<file path="src/sv/cvtm_pkg.sv">
// Package for the count vector transition matrix core.
// Holds field widths, item and config register codes, the queued command and result types and the FSM states.
// No dependencies.
package cvtm_pkg;

    localparam int SYM_W          = 4;
    localparam int NUM_SYMS       = 8;
    localparam int KEY_W          = 32;
    localparam int ACTION_W       = 2;
    localparam int SLOT_W         = 6;
    localparam int SLOT_SPAN      = 64;
    localparam int CLASS_W        = 4;
    localparam int CELL_W         = 32;
    localparam int SIZE_W         = 7;
    localparam int DIR_W          = 4;
    localparam int CFG_IDX_W      = 2;
    localparam int CFG_DATA_W     = 7;
    localparam int MAX_DIRS       = 8;
    localparam int MAX_HIST       = 8;
    localparam int QDEPTH         = 2;

    localparam int TABLE_DEPTH_DEF = 64;
    localparam int CLASSES_DEF     = 16;
    localparam int COUNT_WIDTH_DEF = 32;

    localparam logic [SIZE_W-1:0] TABLE_SIZE_RST = 7'd0;
    localparam logic [DIR_W-1:0]  DIRS_RST       = 4'd8;
    localparam logic [DIR_W-1:0]  HIST_RST       = 4'd8;

    typedef enum logic [ACTION_W-1:0] {
        ACT_LOAD = 2'd0,
        ACT_DATA = 2'd1,
        ACT_READ = 2'd2,
        ACT_NOP  = 2'd3
    } action_t;

    typedef enum logic [CFG_IDX_W-1:0] {
        CFG_TABLE_SIZE = 2'd0,
        CFG_DIRS       = 2'd1,
        CFG_HIST       = 2'd2
    } cfg_reg_t;

    typedef enum logic [2:0] {
        BS_CLEAR,
        BS_IDLE,
        BS_CUR,
        BS_LOOK,
        BS_UPD,
        BS_RDOUT,
        BS_DONE
    } back_state_t;

    typedef struct packed {
        logic [SIZE_W-1:0] table_size;
        logic [DIR_W-1:0]  dirs;
        logic [DIR_W-1:0]  hist;
    } cfg_t;

    typedef struct packed {
        action_t            kind;
        logic [KEY_W-1:0]   key;
        logic               bad;
        logic [SLOT_W-1:0]  slot;
        logic [CLASS_W-1:0] cls;
        logic [CLASS_W-1:0] row;
        logic [CLASS_W-1:0] col;
    } cmd_t;

    typedef struct packed {
        logic [CELL_W-1:0] count;
        logic              counted;
        logic              error;
    } res_t;

endpackage

</file>
<file path="src/sv/cvtm_fifo.sv">
// Command queue between the front end and the back end.
// Depends on cvtm_pkg.
module cvtm_fifo (
    input  logic           clk,
    input  logic           rst_n,
    input  logic           wr_en,
    input  cvtm_pkg::cmd_t wr_data,
    output logic           q_full,
    input  logic           rd_en,
    output cvtm_pkg::cmd_t rd_data,
    output logic           q_empty
);

    localparam int PTR_W = (cvtm_pkg::QDEPTH > 1) ? $clog2(cvtm_pkg::QDEPTH) : 1;

    cvtm_pkg::cmd_t   q_mem [cvtm_pkg::QDEPTH];
    logic [PTR_W-1:0] wr_ptr_reg, wr_ptr_next;
    logic [PTR_W-1:0] rd_ptr_reg, rd_ptr_next;
    logic [PTR_W:0]   fill_reg, fill_next;

    always_comb
    begin
        q_full      = (fill_reg == (PTR_W + 1)'(cvtm_pkg::QDEPTH));
        q_empty     = (fill_reg == '0);
        rd_data     = q_mem[rd_ptr_reg];
        wr_ptr_next = wr_ptr_reg;
        rd_ptr_next = rd_ptr_reg;
        fill_next   = fill_reg;
        if (wr_en)
            wr_ptr_next = (wr_ptr_reg == PTR_W'(cvtm_pkg::QDEPTH - 1)) ? '0
                          : wr_ptr_reg + PTR_W'(1);
        if (rd_en)
            rd_ptr_next = (rd_ptr_reg == PTR_W'(cvtm_pkg::QDEPTH - 1)) ? '0
                          : rd_ptr_reg + PTR_W'(1);
        if (wr_en && !rd_en)
            fill_next = fill_reg + (PTR_W + 1)'(1);
        else if (rd_en && !wr_en)
            fill_next = fill_reg - (PTR_W + 1)'(1);
    end

    always_ff @(posedge clk or negedge rst_n)
    begin
        if (!rst_n)
        begin
            wr_ptr_reg <= '0;
            rd_ptr_reg <= '0;
            fill_reg   <= '0;
        end
        else
        begin
            wr_ptr_reg <= wr_ptr_next;
            rd_ptr_reg <= rd_ptr_next;
            fill_reg   <= fill_next;
        end
    end

    always_ff @(posedge clk)
    begin
        if (wr_en)
            q_mem[wr_ptr_reg] <= wr_data;
    end

endmodule

</file>
<file path="config.mk">
export PLATFORM = sky130hd
export DESIGN_NAME = cvtm_fifo
export DESIGN_NICKNAME = d
export VERILOG_FILES = /design/src/sv/cvtm_pkg.sv /design/src/sv/cvtm_fifo.sv
export SDC_FILE = /design/constraint.sdc
export NUM_CORES = 1
export LEC_CHECK = 0
export ABC_AREA = 1
export BUFFER_PORTS_ARGS = -buffer_cell sky130_fd_sc_hd__buf_2
export CAP_MARGIN = 10
export CORE_UTILIZATION = 45
export DETAILED_ROUTE_END_ITERATION = 8
export GPL_ROUTABILITY_DRIVEN = 0
export PLACE_DENSITY = 0.7
export SYNTH_ARGS = -nofsm -noshare
export SYNTH_HDL_FRONTEND = slang
export SYNTH_SLANG_ARGS = --single-unit
export TNS_END_PERCENT = 30
</file>
<file path="constraint.sdc">
create_clock -name clk -period 6.7 [get_ports clk]
set_input_delay 1.34 -clock clk [delete_from_list [all_inputs] [get_ports clk]]
set_output_delay 1.34 -clock clk [all_outputs]
set_load 0.02 [all_outputs]
</file>
==> results.md <==
- Outcome: completed
- Ports: 112
- Number of flip-flops in the largest register: 106
- Fin. max-slew vios: 0
- Setup TNS Final: 0 ns
- Final worst path period share: roughly 50%
- Die height: 99.55 µm
- Synth warnings: 0
- Chip Width: 99.55 µm
- Fin. Hold Viols: 0
- Starting Density: 46.34%
- WL final: 6.726 mm
- Congestion Overflow GR: 0
- Worst slew margin: 33.05%
- Pre-CTS setup slack: 3.668 ns
- Unique masters post-synth: 14
- Top post-synthesis cells by area: edfxtp_1 (74%), mux2_4 (17%), buf_12 (2.3%), dfrtp_1 (2.3%), mux2_2 (1.1%)
- Worst-path maximum fanout: 54
- Worst vdd ir: 180.2 µV
- Reg2reg path depth: 2
- Vias: 2,049
- Max clock buf depth: 2
- Post-DRT Antenna Nets: 0
- Setup Crit Path Kind: flop to output pin
- TritonCTS clock tree: yes
- Largest area contributor in the netlist: edfxtp_1
- Routed len/inst: 15.22 µm
- Initial DRT Pass Iterations: 4
- Standard-cell rows: 35
- Post-Syn Instances: 190
- Post-DP HPWL: 4.309 mm
- Pin count of the biggest net entering global routing: 55
- CTS buffer count: 9
- DIE AREA: 9909 µm²
- Hold Path Cell Cnt: 1
- Setup Fix Bufs, Post-CTS: 0
- Crit path DAT: 2.06 ns
- Nets: 366
- HP Class: flop to flop
- Area delta synth->final: 18.67%
- Vias in the first global route: 2,072
- Initial drt markers: 53
- Fmax: around 0.29 GHz
- Top cell type's share of synthesized area: 74.34%
- Reg clk slew, reported paths: 0.09 ns
- Post-synth net total: about 250
- Worst EP required: about 5.4 ns
- Share of post-route cells with drive strength above 1: 58.47%
- Maxcap violations: 0
- First-pass GRT wire length: 10.25 mm
- Least-Margin Pin Slew: between 1 and 1.5 ns
- Core box area: 9240 µm²
- Clock root cell: clkbuf_8
- Antenna diodes: 0
- #FFs+latches synth: 110
- RSZ-0062 raised after global routing: no
- # port buffers: 111
- Total power: about 2.1 mW
- Filler cells: 749
- Leakage dissipation: roughly 2.1 nW
- Post-CTS sizing: 0
- Sequential area share after synthesis: around three quarters
- Hold-fix buffers, CTS: 0
- Via density: 4.636
- P per Cell Area: 412.3 nW/µm²
- Tmin final: 3.399 ns
- Final WS setup: 3.301 ns
- CP Launch Type: flop
- DRC violations left: 0
- Final setup violation count: 0
- GRT Overall Usage: 14.01%
- Initial antenna violation count: 0
- Clock latency at the later pin of the worst-skew pair: about 0.36 ns
- Crit end category: output pin
- Num Clock Sinks: between 100 and 150
- Mean post-synth cell area: 22.53 µm²
- H-tree Lvls: 3
- Synth Cell Area: between 4000 and 5000 µm²
- Final Skew: 0.005809 ns
==> layout by cell type, fill, tap and decap left out, drive strengths merged <==
cell type / synthesis / final
dfrtp: 4 / 4
ha: 1 / 1
nor2: 3 / 3
nand3: 1 / 1
edfxtp: 106 / 106
xor2: 2 / 2
inv: 7 / 7
clkinv: 0 / 2
buf: 6 / 113
clkinvlp: 0 / 3
mux2: 53 / 53
nand4: 1 / 1
xnor2: 1 / 1
clkbuf: 0 / 11
nand2: 5 / 5
==> worst max-delay path, cell delays in order (launching register included) <==
cell and delay, ns:
dfrtp_4 1.10, mux2_2 0.43, buf_2 0.16
==> layer usage <==
metal	track usage [%]	wire length, µm
met1	17.01	2875
met2	23.34	3360
met3	3.725	394
met4	6.787	96
met5	0	0
==> stage by stage <==
step / hold WS [ns] / instances / util, % / area, µm²
floorplan: 0.4631 / 190 / - / 4282
global placement: 0.4835 / 426 / 53.18 / 4913
detailed placement: 0.5314 / 426 / 53.18 / 4913
CTS: 0.5462 / 442 / 54.99 / 5081
finish: 0.5448 / 442 / 54.99 / 5081
global route: 0.5637 / 442 / 54.99 / 5081
==> report_power, final <==
| group | switching [mW] | internal (mW) | leakage, nW | total, mW |
|---|---|---|---|---|
| registers | 0.127 | 0.913 | 1.04 | 1.04 |
| logic | 0.354 | 0.351 | 0.943 | 0.705 |
| clock network | 0.214 | 0.136 | 0.0755 | 0.350 |
| total | 0.695 | 1.40 | 2.06 | 2.09 |
==> final timing paths <==
check	startpoint	end	slack (ns)
setup reg to reg	wr_ptr_reg	q_mem[0][28]	4.87
hold / removal	fill_reg[0]	fill_reg[0]	0.54
min in group asynchronous	rst_n	fill_reg[0]	0.77
setup / recovery	rd_ptr_reg	rd_data[37]	3.30
hold reg to reg	fill_reg[0]	fill_reg[0]	0.54
max in group asynchronous	rst_n	rd_ptr_reg	5.79
==> synthesized netlist by cell type <==
library cell,count
inv_1,7
xor2_1,2
nand4_1,1
buf_12,5
nand2_1,5
edfxtp_1,106
mux2_4,49
buf_6,1
xnor2_1,1
ha_1,1
nor2_1,3
mux2_2,4
dfrtp_1,4
nand3_1,1
==> cells by family after synthesis <==
kind of cell / after synthesis / share of synthesized area, %
DFF: 110 / 76.68
muxes: 53 / 18.23
buffers and inverters: 13 / 3.215
and+or+nand+nor: 10 / 0.9644
xor gates and xnor gates: 3 / 0.6138
adders and majority gates: 1 / 0.2922
==> area by class of cell <==
type	instances	area [µm²]	area share (%)
Tap cell	129	161.4	3.177
Multi-Input combinational cell	67	868.3	17.09
Sequential cell	110	3287	64.69
Clock inverter	5	36.28	0.7141
Clock buffer	11	131.4	2.586
Timing Repair Buffer	113	570.5	11.23
Inverter	7	26.28	0.5171
Note: power is estimated with default switching activity, not from simulation.
