### src/sv/cvtm_pkg.sv
// Package for the count vector transition matrix core.
// Holds field widths, item and config register codes, the queued command and result types and the FSM states.
// No dependencies.
package cvtm_pkg;

    localparam int SYM_W          = 4;
    localparam int NUM_SYMS       = 8;
    localparam int KEY_W          = 32;
    localparam int ACTION_W       = 2;
    localparam int SLOT_W         = 6;
    localparam int SLOT_SPAN      = 64;
    localparam int CLASS_W        = 4;
    localparam int CELL_W         = 32;
    localparam int SIZE_W         = 7;
    localparam int DIR_W          = 4;
    localparam int CFG_IDX_W      = 2;
    localparam int CFG_DATA_W     = 7;
    localparam int MAX_DIRS       = 8;
    localparam int MAX_HIST       = 8;
    localparam int QDEPTH         = 2;

    localparam int TABLE_DEPTH_DEF = 64;
    localparam int CLASSES_DEF     = 16;
    localparam int COUNT_WIDTH_DEF = 32;

    localparam logic [SIZE_W-1:0] TABLE_SIZE_RST = 7'd0;
    localparam logic [DIR_W-1:0]  DIRS_RST       = 4'd8;
    localparam logic [DIR_W-1:0]  HIST_RST       = 4'd8;

    typedef enum logic [ACTION_W-1:0] {
        ACT_LOAD = 2'd0,
        ACT_DATA = 2'd1,
        ACT_READ = 2'd2,
        ACT_NOP  = 2'd3
    } action_t;

    typedef enum logic [CFG_IDX_W-1:0] {
        CFG_TABLE_SIZE = 2'd0,
        CFG_DIRS       = 2'd1,
        CFG_HIST       = 2'd2
    } cfg_reg_t;

    typedef enum logic [2:0] {
        BS_CLEAR,
        BS_IDLE,
        BS_CUR,
        BS_LOOK,
        BS_UPD,
        BS_RDOUT,
        BS_DONE
    } back_state_t;

    typedef struct packed {
        logic [SIZE_W-1:0] table_size;
        logic [DIR_W-1:0]  dirs;
        logic [DIR_W-1:0]  hist;
    } cfg_t;

    typedef struct packed {
        action_t            kind;
        logic [KEY_W-1:0]   key;
        logic               bad;
        logic [SLOT_W-1:0]  slot;
        logic [CLASS_W-1:0] cls;
        logic [CLASS_W-1:0] row;
        logic [CLASS_W-1:0] col;
    } cmd_t;

    typedef struct packed {
        logic [CELL_W-1:0] count;
        logic              counted;
        logic              error;
    } res_t;

endpackage

### src/sv/cvtm_front.sv
// Front end: takes input items, counts direction symbols into a packed key and builds commands.
// Depends on cvtm_pkg.
module cvtm_front (
    input  logic                          push,
    output logic                          full,
    input  logic [cvtm_pkg::ACTION_W-1:0] action,
    input  logic [cvtm_pkg::KEY_W-1:0]    symbols,
    input  logic [cvtm_pkg::SLOT_W-1:0]   entry_slot,
    input  logic [cvtm_pkg::KEY_W-1:0]    entry_key,
    input  logic [cvtm_pkg::CLASS_W-1:0]  entry_class,
    input  logic [cvtm_pkg::CLASS_W-1:0]  read_row,
    input  logic [cvtm_pkg::CLASS_W-1:0]  read_col,
    input  cvtm_pkg::cfg_t                cfg,
    input  logic                          q_full,
    input  logic                          clearing,
    output logic                          q_push,
    output cvtm_pkg::cmd_t                q_data
);

    logic [cvtm_pkg::DIR_W-1:0] dirs_c;
    logic [cvtm_pkg::DIR_W-1:0] hist_c;
    logic [cvtm_pkg::KEY_W-1:0] calc_key;
    logic                       calc_bad;

    always_comb
    begin
        if (cfg.dirs == '0)
            dirs_c = cvtm_pkg::DIR_W'(1);
        else if (cfg.dirs > cvtm_pkg::DIR_W'(cvtm_pkg::MAX_DIRS))
            dirs_c = cvtm_pkg::DIR_W'(cvtm_pkg::MAX_DIRS);
        else
            dirs_c = cfg.dirs;

        if (cfg.hist == '0)
            hist_c = cvtm_pkg::DIR_W'(1);
        else if (cfg.hist > cvtm_pkg::DIR_W'(cvtm_pkg::MAX_HIST))
            hist_c = cvtm_pkg::DIR_W'(cvtm_pkg::MAX_HIST);
        else
            hist_c = cfg.hist;
    end

    // count each direction among the symbols in use
    always_comb
    begin
        logic [cvtm_pkg::SYM_W-1:0] sym;
        logic [cvtm_pkg::SYM_W-1:0] cnt;
        calc_key = '0;
        calc_bad = 1'b0;
        for (int d = 0; d < cvtm_pkg::MAX_DIRS; d++)
        begin
            cnt = '0;
            for (int i = 0; i < cvtm_pkg::NUM_SYMS; i++)
            begin
                sym = symbols[cvtm_pkg::SYM_W*i +: cvtm_pkg::SYM_W];
                if ((cvtm_pkg::DIR_W'(i) < hist_c) && (sym == cvtm_pkg::SYM_W'(d + 1))
                    && (cvtm_pkg::DIR_W'(d + 1) <= dirs_c))
                    cnt = cnt + cvtm_pkg::SYM_W'(1);
            end
            calc_key[cvtm_pkg::SYM_W*d +: cvtm_pkg::SYM_W] = cnt;
        end
        for (int i = 0; i < cvtm_pkg::NUM_SYMS; i++)
        begin
            sym = symbols[cvtm_pkg::SYM_W*i +: cvtm_pkg::SYM_W];
            if ((cvtm_pkg::DIR_W'(i) < hist_c) && ((sym == '0) || (sym > dirs_c)))
                calc_bad = 1'b1;
        end
    end

    always_comb
    begin
        full        = q_full || clearing;
        q_push      = push && !full;
        q_data.kind = cvtm_pkg::action_t'(action);
        q_data.key  = (q_data.kind == cvtm_pkg::ACT_LOAD) ? entry_key : calc_key;
        q_data.bad  = calc_bad;
        q_data.slot = entry_slot;
        q_data.cls  = entry_class;
        q_data.row  = read_row;
        q_data.col  = read_col;
    end

endmodule

### config.mk
export PLATFORM = sky130hd
export DESIGN_NAME = cvtm_front
export DESIGN_NICKNAME = d
export VERILOG_FILES = /design/src/sv/cvtm_pkg.sv /design/src/sv/cvtm_front.sv
export SDC_FILE = /design/constraint.sdc
export NUM_CORES = 1
export LEC_CHECK = 0
export ABC_AREA = 1
export BUFFER_PORTS_ARGS = -buffer_cell sky130_fd_sc_hd__buf_4
export CAP_MARGIN = 0
export CORE_ASPECT_RATIO = 0.9
export CORE_MARGIN = 5
export CORE_UTILIZATION = 45
export DETAILED_ROUTE_END_ITERATION = 8
export PLACE_DENSITY_LB_ADDON = 0.12
export SLEW_MARGIN = 20
export SYNTH_ARGS = -nofsm -noshare
export SYNTH_HDL_FRONTEND = slang
export SYNTH_SLANG_ARGS = --single-unit
### constraint.sdc
create_clock -name vclk -period 14.2
set_clock_uncertainty 0.15 [all_clocks]
set_input_delay 1.42 -clock vclk [all_inputs]
set_output_delay 1.42 -clock vclk [all_outputs]
set_load 0.1 [all_outputs]
==> metrics, run 1 <==
clock network fraction of design power 0; dominant cell type by area after synthesis nand2_1; gr usage total 0.211; status complete, no violations; final setup fails 0; max_cap viols 0; relative slew slack 0.363; Mapped Cells 1350; Unique masters post-synth 61; first-pass GRT wire length 34000 µm; Synth area leaders nand2_1 22%, ha_1 16%, inv_1 11%; DRC errors left 0; kind of critical path input port to primary output; crit end category primary output; Cell Area, Synth 7360 µm²; Synth Area in Adders 0.163; clock tree buffer count of the final layout 0; antenna-violating nets left 0; Post-DP Area 8290 µm²; Row Count 44; Final period util 0.545; Fmax 129 MHz; switching power 0.000153 W; cell with the most instances after synthesis nand2_1; top cells by count, synth 427 x nand2_1, 209 x inv_1, 137 x nand3_1, 100 x nor2_1, 96 x ha_1; register area 0 µm²; compound-gate portion of the synthesized area 0.0895; fraction of synthesized cell area in xor and xnor cells 0.0272; DR WL/cell 12.5 µm; PwrDens 26.1 nW/µm²; pre-CTS setup slack 6500 ps; core area 16100 µm²; DR pass1 iterations 5; worst slew pin tran 947 ps; # IOs 157; Startpoint Class input port; largest family of logic cells by synthesized area simple AND/OR/NAND/NOR gates; FFs & Latches 0; Die Y 131 µm; Die Area 19000 µm²; simple-gate share of the synthesized area 0.561; number of global-route vias before repair 7249; largest net degree at the start of global routing 29; die width 145 µm; Vias 8162; hold path cells 0; initial drt markers 362; mux share of post-synthesis cell area 0.00136; sequential area share after synthesis 0; Synth Net Count 1548; Sw Ratio 0.707; fin util 0.516; Ys Warns 0; worst hold margin 2690 ps; Layout area overhead 12.7%; CP required 12630 ps; Post-CTS Setup Bufs 0; Detail Placement HPWL 17800 µm; initial antenna violation count 0; combinational power share 1.000; worst hold path type input port to primary output; Via density 4.96; Synth top area share 0.218; Slew Viols, Final 0; Final TNS setup 0 ps; syn avg cell area 5.45 µm²; final hold violations 0; grt total ovfl 0; GPL Wtd Cong 0.921; initial core utilization 0.458; # hold bufs at CTS 0; layout cells sized above 1 0.196; ANT cells 0; RSZ-0062 raised after global routing false; final wirelength 20500 µm; Final Cell Area 8290 µm²; fin nets 1637; sequential fraction of design power 0; post-cts sizing count 0; IO buf count 114; internal power 0.0000633 W; Max FO, Critical Path 15; CP Data Arrival Time 6170 ps; minimum clock period 7740 ps; worst vdd rail ir drop 18.7 µV; final worst slack 6460 ps; Leakage 4.83 nW
==> worst max-delay path, stage by stage <==
cell and delay [ps]:
buf_4 180, inv_4 200, nand2_1 390, nand2_8 240, inv_1 90, nor3_1 340, ha_1 340, nand4_1 150
nand2_4 90, inv_4 70, nand2_1 40, nand3_1 60, nand2_1 70, ha_1 280, or2_2 290, nand2_1 70
nand2_1 50, nand3_1 140, nand2_1 80, ha_1 290, or2_2 310, nand2_1 80, inv_2 40, ha_1 260
o21ai_0 70, o21ai_0 190, buf_4 310
==> final cells by class <==
class / instances / area (µm²)
Fill cell: 1759 / 7790
Multi-Input combinational cell: 1069 / 6200
Inverter: 253 / 965
Timing Repair Buffer: 115 / 863
Tap cell: 207 / 259
==> per-stage QoR <==
stage / total power [W] / instances
floorplan: 0.000180 / 1350
global placement: 0.000213 / 1644
detailed placement: 0.000215 / 1644
CTS: 0.000216 / 1644
global route: 0.000238 / 1644
finish: 0.000216 / 1644
==> path summary, 6_finish.rpt <==
check	startpoint	end	slack [ps]
max	cfg[7]	q_data[24]	6460
min	read_col[0]	q_data[0]	2690
==> metal layers <==
layer,routed length [µm],GRT usage,vias up
met3,1350,0.0298,14
li1,-,-,4445
met5,0,0,-
met2,9090,0.354,180
met1,9890,0.295,3523
met4,189,0.0181,0
==> cells by family after synthesis <==
kind of cell | after synthesis
muxes | 1
and+or+nand+nor | 846
AOI/OAI and AO/OA | 107
adders and majority gates | 96
xor gates and xnor gates | 19
buffers and inverters | 281
==> power by group through the flow <==
| stage | logic (W) | registers [W] | clock network [W] |
|---|---|---|---|
| final | 0.000216 | 0 | 0 |
| after detailed placement | 0.000215 | 0 | 0 |
| after CTS | 0.000216 | 0 | 0 |
| after global placement | 0.000213 | 0 | 0 |
| after floorplan | 0.000180 | 0 | 0 |
| after global routing | 0.000238 | 0 | 0 |
==> placed cells by master (no fill, tap or decap), types with 14 or more instances in the layout <==
master   instances
nor2_1          99
a21oi_1         21
nor2_2          14
nand3_2         15
nand2_1        427
nand4_1         17
o21ai_0         35
nand3_1        137
o21ai_1         16
buf_4          115
inv_2           36
nor3_1          27
inv_1          209
nand2_2         40
ha_1            96
Note: power is estimated with default switching activity, not from simulation.
==> run 2, diff against run 1 <==
--- a/config.mk
+++ b/config.mk
@@ -5,7 +5,7 @@
 export SDC_FILE = /design/constraint.sdc
 export NUM_CORES = 1
 export LEC_CHECK = 0
-export ABC_AREA = 1
+export ABC_AREA = 0
 export BUFFER_PORTS_ARGS = -buffer_cell sky130_fd_sc_hd__buf_4
 export CAP_MARGIN = 0
 export CORE_ASPECT_RATIO = 0.9
==> constraint.sdc (replaced) <==
create_clock -name vclk -period 8
set_clock_uncertainty 0.15 [all_clocks]
set_input_delay 0.8 -clock vclk [all_inputs]
set_output_delay 0.8 -clock vclk [all_outputs]
set_load 0.1 [all_outputs]
==> metrics, run 2 <==
status complete, no violations; Unique masters post-synth 91 (+49%); max_cap viols 0 (unchanged); PwrDens 52.7 nW/µm² (+100%); hold path cells 0 (unchanged); kind of critical path input port to primary output; Synth area leaders ha_1 17%, xnor2_1 9.2%, nand2_1 5.0%; Synth top area share 0.173 (-0.0454); Ys Warns 0 (unchanged); GPL Wtd Cong 0.955 (+3.7%); # hold bufs at CTS 0 (unchanged); top cells by count, synth 96 x ha_1, 92 x nand2_1, 79 x nor2_1, 73 x xnor2_1, 60 x inv_1; RSZ-0062 raised after global routing false; final wirelength 21100 µm (+2.9%); layout cells sized above 1 0.155 (-0.0411); Row Count 43 (-2.3%); worst vdd rail ir drop 45.4 µV (+140%); Cell Area, Synth 6960 µm² (-5.4%); Die Area 18100 µm² (-5.0%); Post-CTS Setup Bufs 0 (unchanged); Layout area overhead 11.7%; fin util 0.509 (-0.00655); Fmax 141 MHz; Die Y 128 µm (-2.5%); die width 141 µm (-2.5%); Synth Net Count 1197 (-23%); # IOs 157 (unchanged); gr usage total 0.221 (+0.0108); grt total ovfl 0 (unchanged); clock network fraction of design power 0 (unchanged); core area 15300 µm² (-4.9%); worst hold margin 1450 ps (-1240 ps); Slew Viols, Final 0 (unchanged); Crit path largest cell delay 470 ps (+80 ps); sequential area share after synthesis 0 (unchanged); cell with the most instances after synthesis ha_1; worst-path cell chain buf_4, o21a_1, or2_1, nand3_1, inv_1, ha_1, inv_1, nand4_1, o211ai_1, a221o_1, ha_1, xnor2_1, and3_1, o21ai_0, o211ai_1, inv_1, ha_1, and3_1, o31ai_1, a21oi_1, and4_4, or4_1, a31oi_1, buf_4; largest net degree at the start of global routing 44 (+52%); fin nets 1257 (-23%); Worst Setup SP cfg[5]; antenna-violating nets left 0 (unchanged); first-pass GRT wire length 33600 µm (-1.1%); total power 0.000410 W (+90%); number of global-route vias before repair 6504 (-10%); internal power 0.000135 W (+110%); ANT cells 0 (unchanged); combinational power share 1.000 (about the same); clock tree buffer count of the final layout 0 (unchanged); final setup fails 0 (unchanged); commonest non-fill, non-tap cell in the layout buf_4; hold_sp entry_slot[0]; Mapped Cells 999 (-26%); switching power 0.000276 W (+81%); Final TNS setup 0 ps (unchanged); minimum clock period 7070 ps; final hold violations 0 (unchanged); IO buf count 114 (unchanged); Final Cell Area 7780 µm² (-6.2%); Leakage 3.43 nW (-29%); Worst Hold Path EP q_data[12]; DR pass1 iterations 5 (unchanged); Via density 5.83 (+17%); worst hold path type input port to primary output; Startpoint Class input port; Worst path slowest cell ha_1; FILL cells 1571 (-11%); Detail Placement HPWL 17500 µm (-1.9%); syn avg cell area 6.97 µm² (+28%); sequential fraction of design power 0 (unchanged); Vias 7338 (-10%); FFs & Latches 0 (unchanged); DRC errors left 0 (unchanged); Max FO, Critical Path 11 (-4); crit end category primary output; initial antenna violation count 0 (unchanged); Post-DP Area 7770 µm² (-6.3%); relative slew slack 0.373 (+0.00944); post-cts sizing count 0 (unchanged); CP required 7050 ps (-5580 ps); CP Data Arrival Time 6120 ps (-50 ps); most frequent cells in the layout 121 x buf_4, 96 x ha_1, 92 x nand2_1, 78 x nor2_1, 73 x xnor2_1; dominant cell type by area after synthesis ha_1; initial drt markers 416 (+15%); Final period util 0.884; Sw Ratio 0.672 (-0.0349); initial core utilization 0.456 (-0.00196); register area 0 µm² (unchanged); DR WL/cell 16.8 µm (+34%); worst slew pin tran 935 ps (-11.1 ps)
==> run 2: metal layers <==
| layer | GRT usage | share of wire | vias to the layer above |
|---|---|---|---|
| met5 | 0 | 0 | - |
| met4 | 0.0285 | 0.015 | 0 |
| met3 | 0.0186 | 0.066 | 24 |
| met2 | 0.357 | 0.43 | 224 |
| met1 | 0.328 | 0.49 | 3355 |
| li1 | - | - | 3735 |
==> run 2: cell families after synthesis <==
| logic type | after synthesis | synth area share |
|---|---|---|
| buffers and inverters | 123 | 0.0838 |
| AND/OR/NAND/NOR | 421 | 0.323 |
| multiplexers | 26 | 0.0381 |
| AO/OA/AOI/OAI | 219 | 0.216 |
| XOR/XNOR | 114 | 0.167 |
| adder cells (fa/ha/maj) | 96 | 0.173 |
==> run 2: power by group through the flow <==
| stage | clock network, W | registers (W) | logic (W) |
|---|---|---|---|
| CTS | 0 | 0 | 0.000407 |
| finish | 0 | 0 | 0.000410 |
| floorplan | 0 | 0 | 0.000339 |
| global route | 0 | 0 | 0.000442 |
| detailed placement | 0 | 0 | 0.000405 |
| global placement | 0 | 0 | 0.000403 |
==> run 2: worst max-delay path, delay by kind of cell <==
kind	cells	cell delay (ps)
xor gates and xnor gates	1	150
buffers and inverters	5	800
AOI/OAI and AO/OA	8	1620
adders and majority gates	3	1040
and+or+nand+nor	7	1700
==> run 2: layout make-up <==
type	count	area [µm²]	area share
inverter	60	225	0.0290
multi-input combinational	876	6390	0.822
tap	202	253	0.0325
timing repair buffer	121	908	0.117
==> run 2: worst max path at each step <==
stage                  to
6_report       q_data[38]
5_1_grt        q_data[38]
4_1_cts        q_data[38]
3_5_place_dp   q_data[30]
3_3_place_gp   q_data[38]
2_1_floorplan  q_data[46]
==> run 2: stage by stage <==
| stage | setup slack, ps | instances |
|---|---|---|
| floorplan | 37.7 | 999 |
| global placement | 1040 | 1259 |
| detailed placement | 963 | 1259 |
| CTS | 959 | 1259 |
| global route | 493 | 1259 |
| finish | 926 | 1259 |
==> run 3, diff against run 2 <==
==> constraint.sdc (replaced) <==
create_clock -name vclk -period 7.7
set_clock_uncertainty 0.15 [all_clocks]
set_input_delay 0.77 -clock vclk [all_inputs]
set_output_delay 0.77 -clock vclk [all_outputs]
set_load 0.1 [all_outputs]
==> metrics, run 3 (synthesis gave the netlist of run 2 again) <==
die width 141 µm (unchanged); internal power 0.000140 W (+3.8%); initial core utilization 0.456 (unchanged); worst hold margin 1390 ps (-60.0 ps); max_cap viols 0 (unchanged); minimum clock period 7050 ps; worst-path cell chain buf_4, o21a_1, or2_1, nand3_1, inv_1, ha_1, inv_1, nand4_1, o211ai_1, a221o_1, ha_1, xnor2_1, and3_1, o21ai_0, o211ai_1, inv_1, ha_1, and3_1, o31ai_1, a21oi_1, and4_4, or4_1, a31oi_2, buf_4; Row Count 43 (unchanged); fin nets 1257 (unchanged); # IOs 157 (unchanged); crit end category primary output; combinational power share 1.000 (about the same); switching power 0.000285 W (+3.3%); # hold bufs at CTS 0 (unchanged); antenna-violating nets left 0 (unchanged); DR WL/cell 16.6 µm (-0.76%); Final period util 0.916; worst vdd rail ir drop 44.9 µV (-1.1%); relative slew slack 0.242 (-0.131); Layout area overhead 11.7% (unchanged); register area 0 µm² (unchanged); final hold violations 0 (unchanged); Via density 5.75 (-1.3%); CP required 6780 ps (-270 ps); DRC errors left 0 (unchanged); Sw Ratio 0.671 (-0.00105); final setup fails 0 (unchanged); final wirelength 21000 µm (-0.76%); post-cts sizing count 0 (unchanged); total power 0.000425 W (+3.5%); PwrDens 54.6 nW/µm² (+3.5%); Die Area 18100 µm² (unchanged); hold path cells 0 (unchanged); Leakage 3.43 nW (about the same); Final TNS setup 0 ps (unchanged); clock network fraction of design power 0 (unchanged); DR pass1 iterations 5 (unchanged); most frequent cells in the layout 121 x buf_4, 96 x ha_1, 92 x nand2_1, 78 x nor2_1, 73 x xnor2_1; crit path capture q_data[38]; kind of critical path input port to primary output; Max FO, Critical Path 11 (unchanged); layout cells sized above 1 0.155 (unchanged); worst hold path type input port to primary output; Post-CTS Setup Bufs 0 (unchanged); initial antenna violation count 0 (unchanged); sequential fraction of design power 0 (unchanged); largest net degree at the start of global routing 44 (unchanged); clock tree buffer count of the final layout 0 (unchanged); commonest non-fill, non-tap cell in the layout buf_4; GPL Wtd Cong 0.969 (+1.4%); Slew Viols, Final 0 (unchanged); Vias 7244 (-1.3%); FFs & Latches 0 (unchanged); CP Data Arrival Time 6130 ps (about the same); Detail Placement HPWL 17400 µm (-0.45%); Crit path largest cell delay 480 ps (about the same); ANT cells 0 (unchanged); Worst path slowest cell or4_1; Worst Setup SP cfg[5]; Startpoint Class input port; RSZ-0062 raised after global routing false; initial drt markers 421 (+1.2%); first-pass GRT wire length 33900 µm (+0.80%); core area 15300 µm² (unchanged); status complete, no violations; Fmax 142 MHz; gr usage total 0.223 (+0.00125); IO buf count 114 (unchanged); grt total ovfl 0 (unchanged); worst slew pin tran 1130 ps (+192 ps); Die Y 128 µm (unchanged); number of global-route vias before repair 6545 (+0.63%)
run 3: critical path, delay by kind of cell:
family / cells / cell delay [ps]
xor gates and xnor gates: 1 / 140
and+or+nand+nor: 7 / 1690
buffers and inverters: 5 / 790
adders and majority gates: 3 / 1020
AOI/OAI and AO/OA: 8 / 1700
run 3: metrics by stage:
step	utilization	setup WS [ps]	std cells	area (µm²)
CTS	0.509	706	1259	7780
global route	0.509	273	1259	7780
finish	0.509	646	1259	7780
detailed placement	0.509	718	1259	7780
floorplan	-	146	999	6970
global placement	0.509	794	1259	7780
run 3: layout make-up:
class                           count  area (µm²)
Multi-Input combinational cell    876        6390
Tap cell                          202         253
Fill cell                        1602        7500
Timing Repair Buffer              121         908
Inverter                           60         225
run 3: worst min-delay path by stage:
| stage | startpoint | to | slack, ps |
|---|---|---|---|
| 6_report | entry_slot[0] | q_data[12] | 1390 |
| 5_1_grt | read_col[0] | q_data[0] | 1390 |
| 4_1_cts | entry_class[2] | q_data[10] | 1390 |
| 3_5_place_dp | entry_class[2] | q_data[10] | 1390 |
| 3_3_place_gp | entry_class[2] | q_data[10] | 1390 |
| 2_1_floorplan | read_col[0] | q_data[0] | 1600 |
run 3: power groups by stage:
stage	Clock, W	Combinational [W]	Sequential (W)
2_1_floorplan	0	0.000352	0
3_3_place_gp	0	0.000418	0
3_5_place_dp	0	0.000420	0
4_1_cts	0	0.000422	0
5_1_grt	0	0.000461	0
6_report	0	0.000425	0
run 3: per-layer routing:
metal	vias to the layer above	routed length (µm)	global-route usage
met4	0	217	0.0205
li1	3734	-	-
met2	234	9120	0.363
met1	3262	10300	0.334
met3	14	1280	0.0131
met5	-	0	0
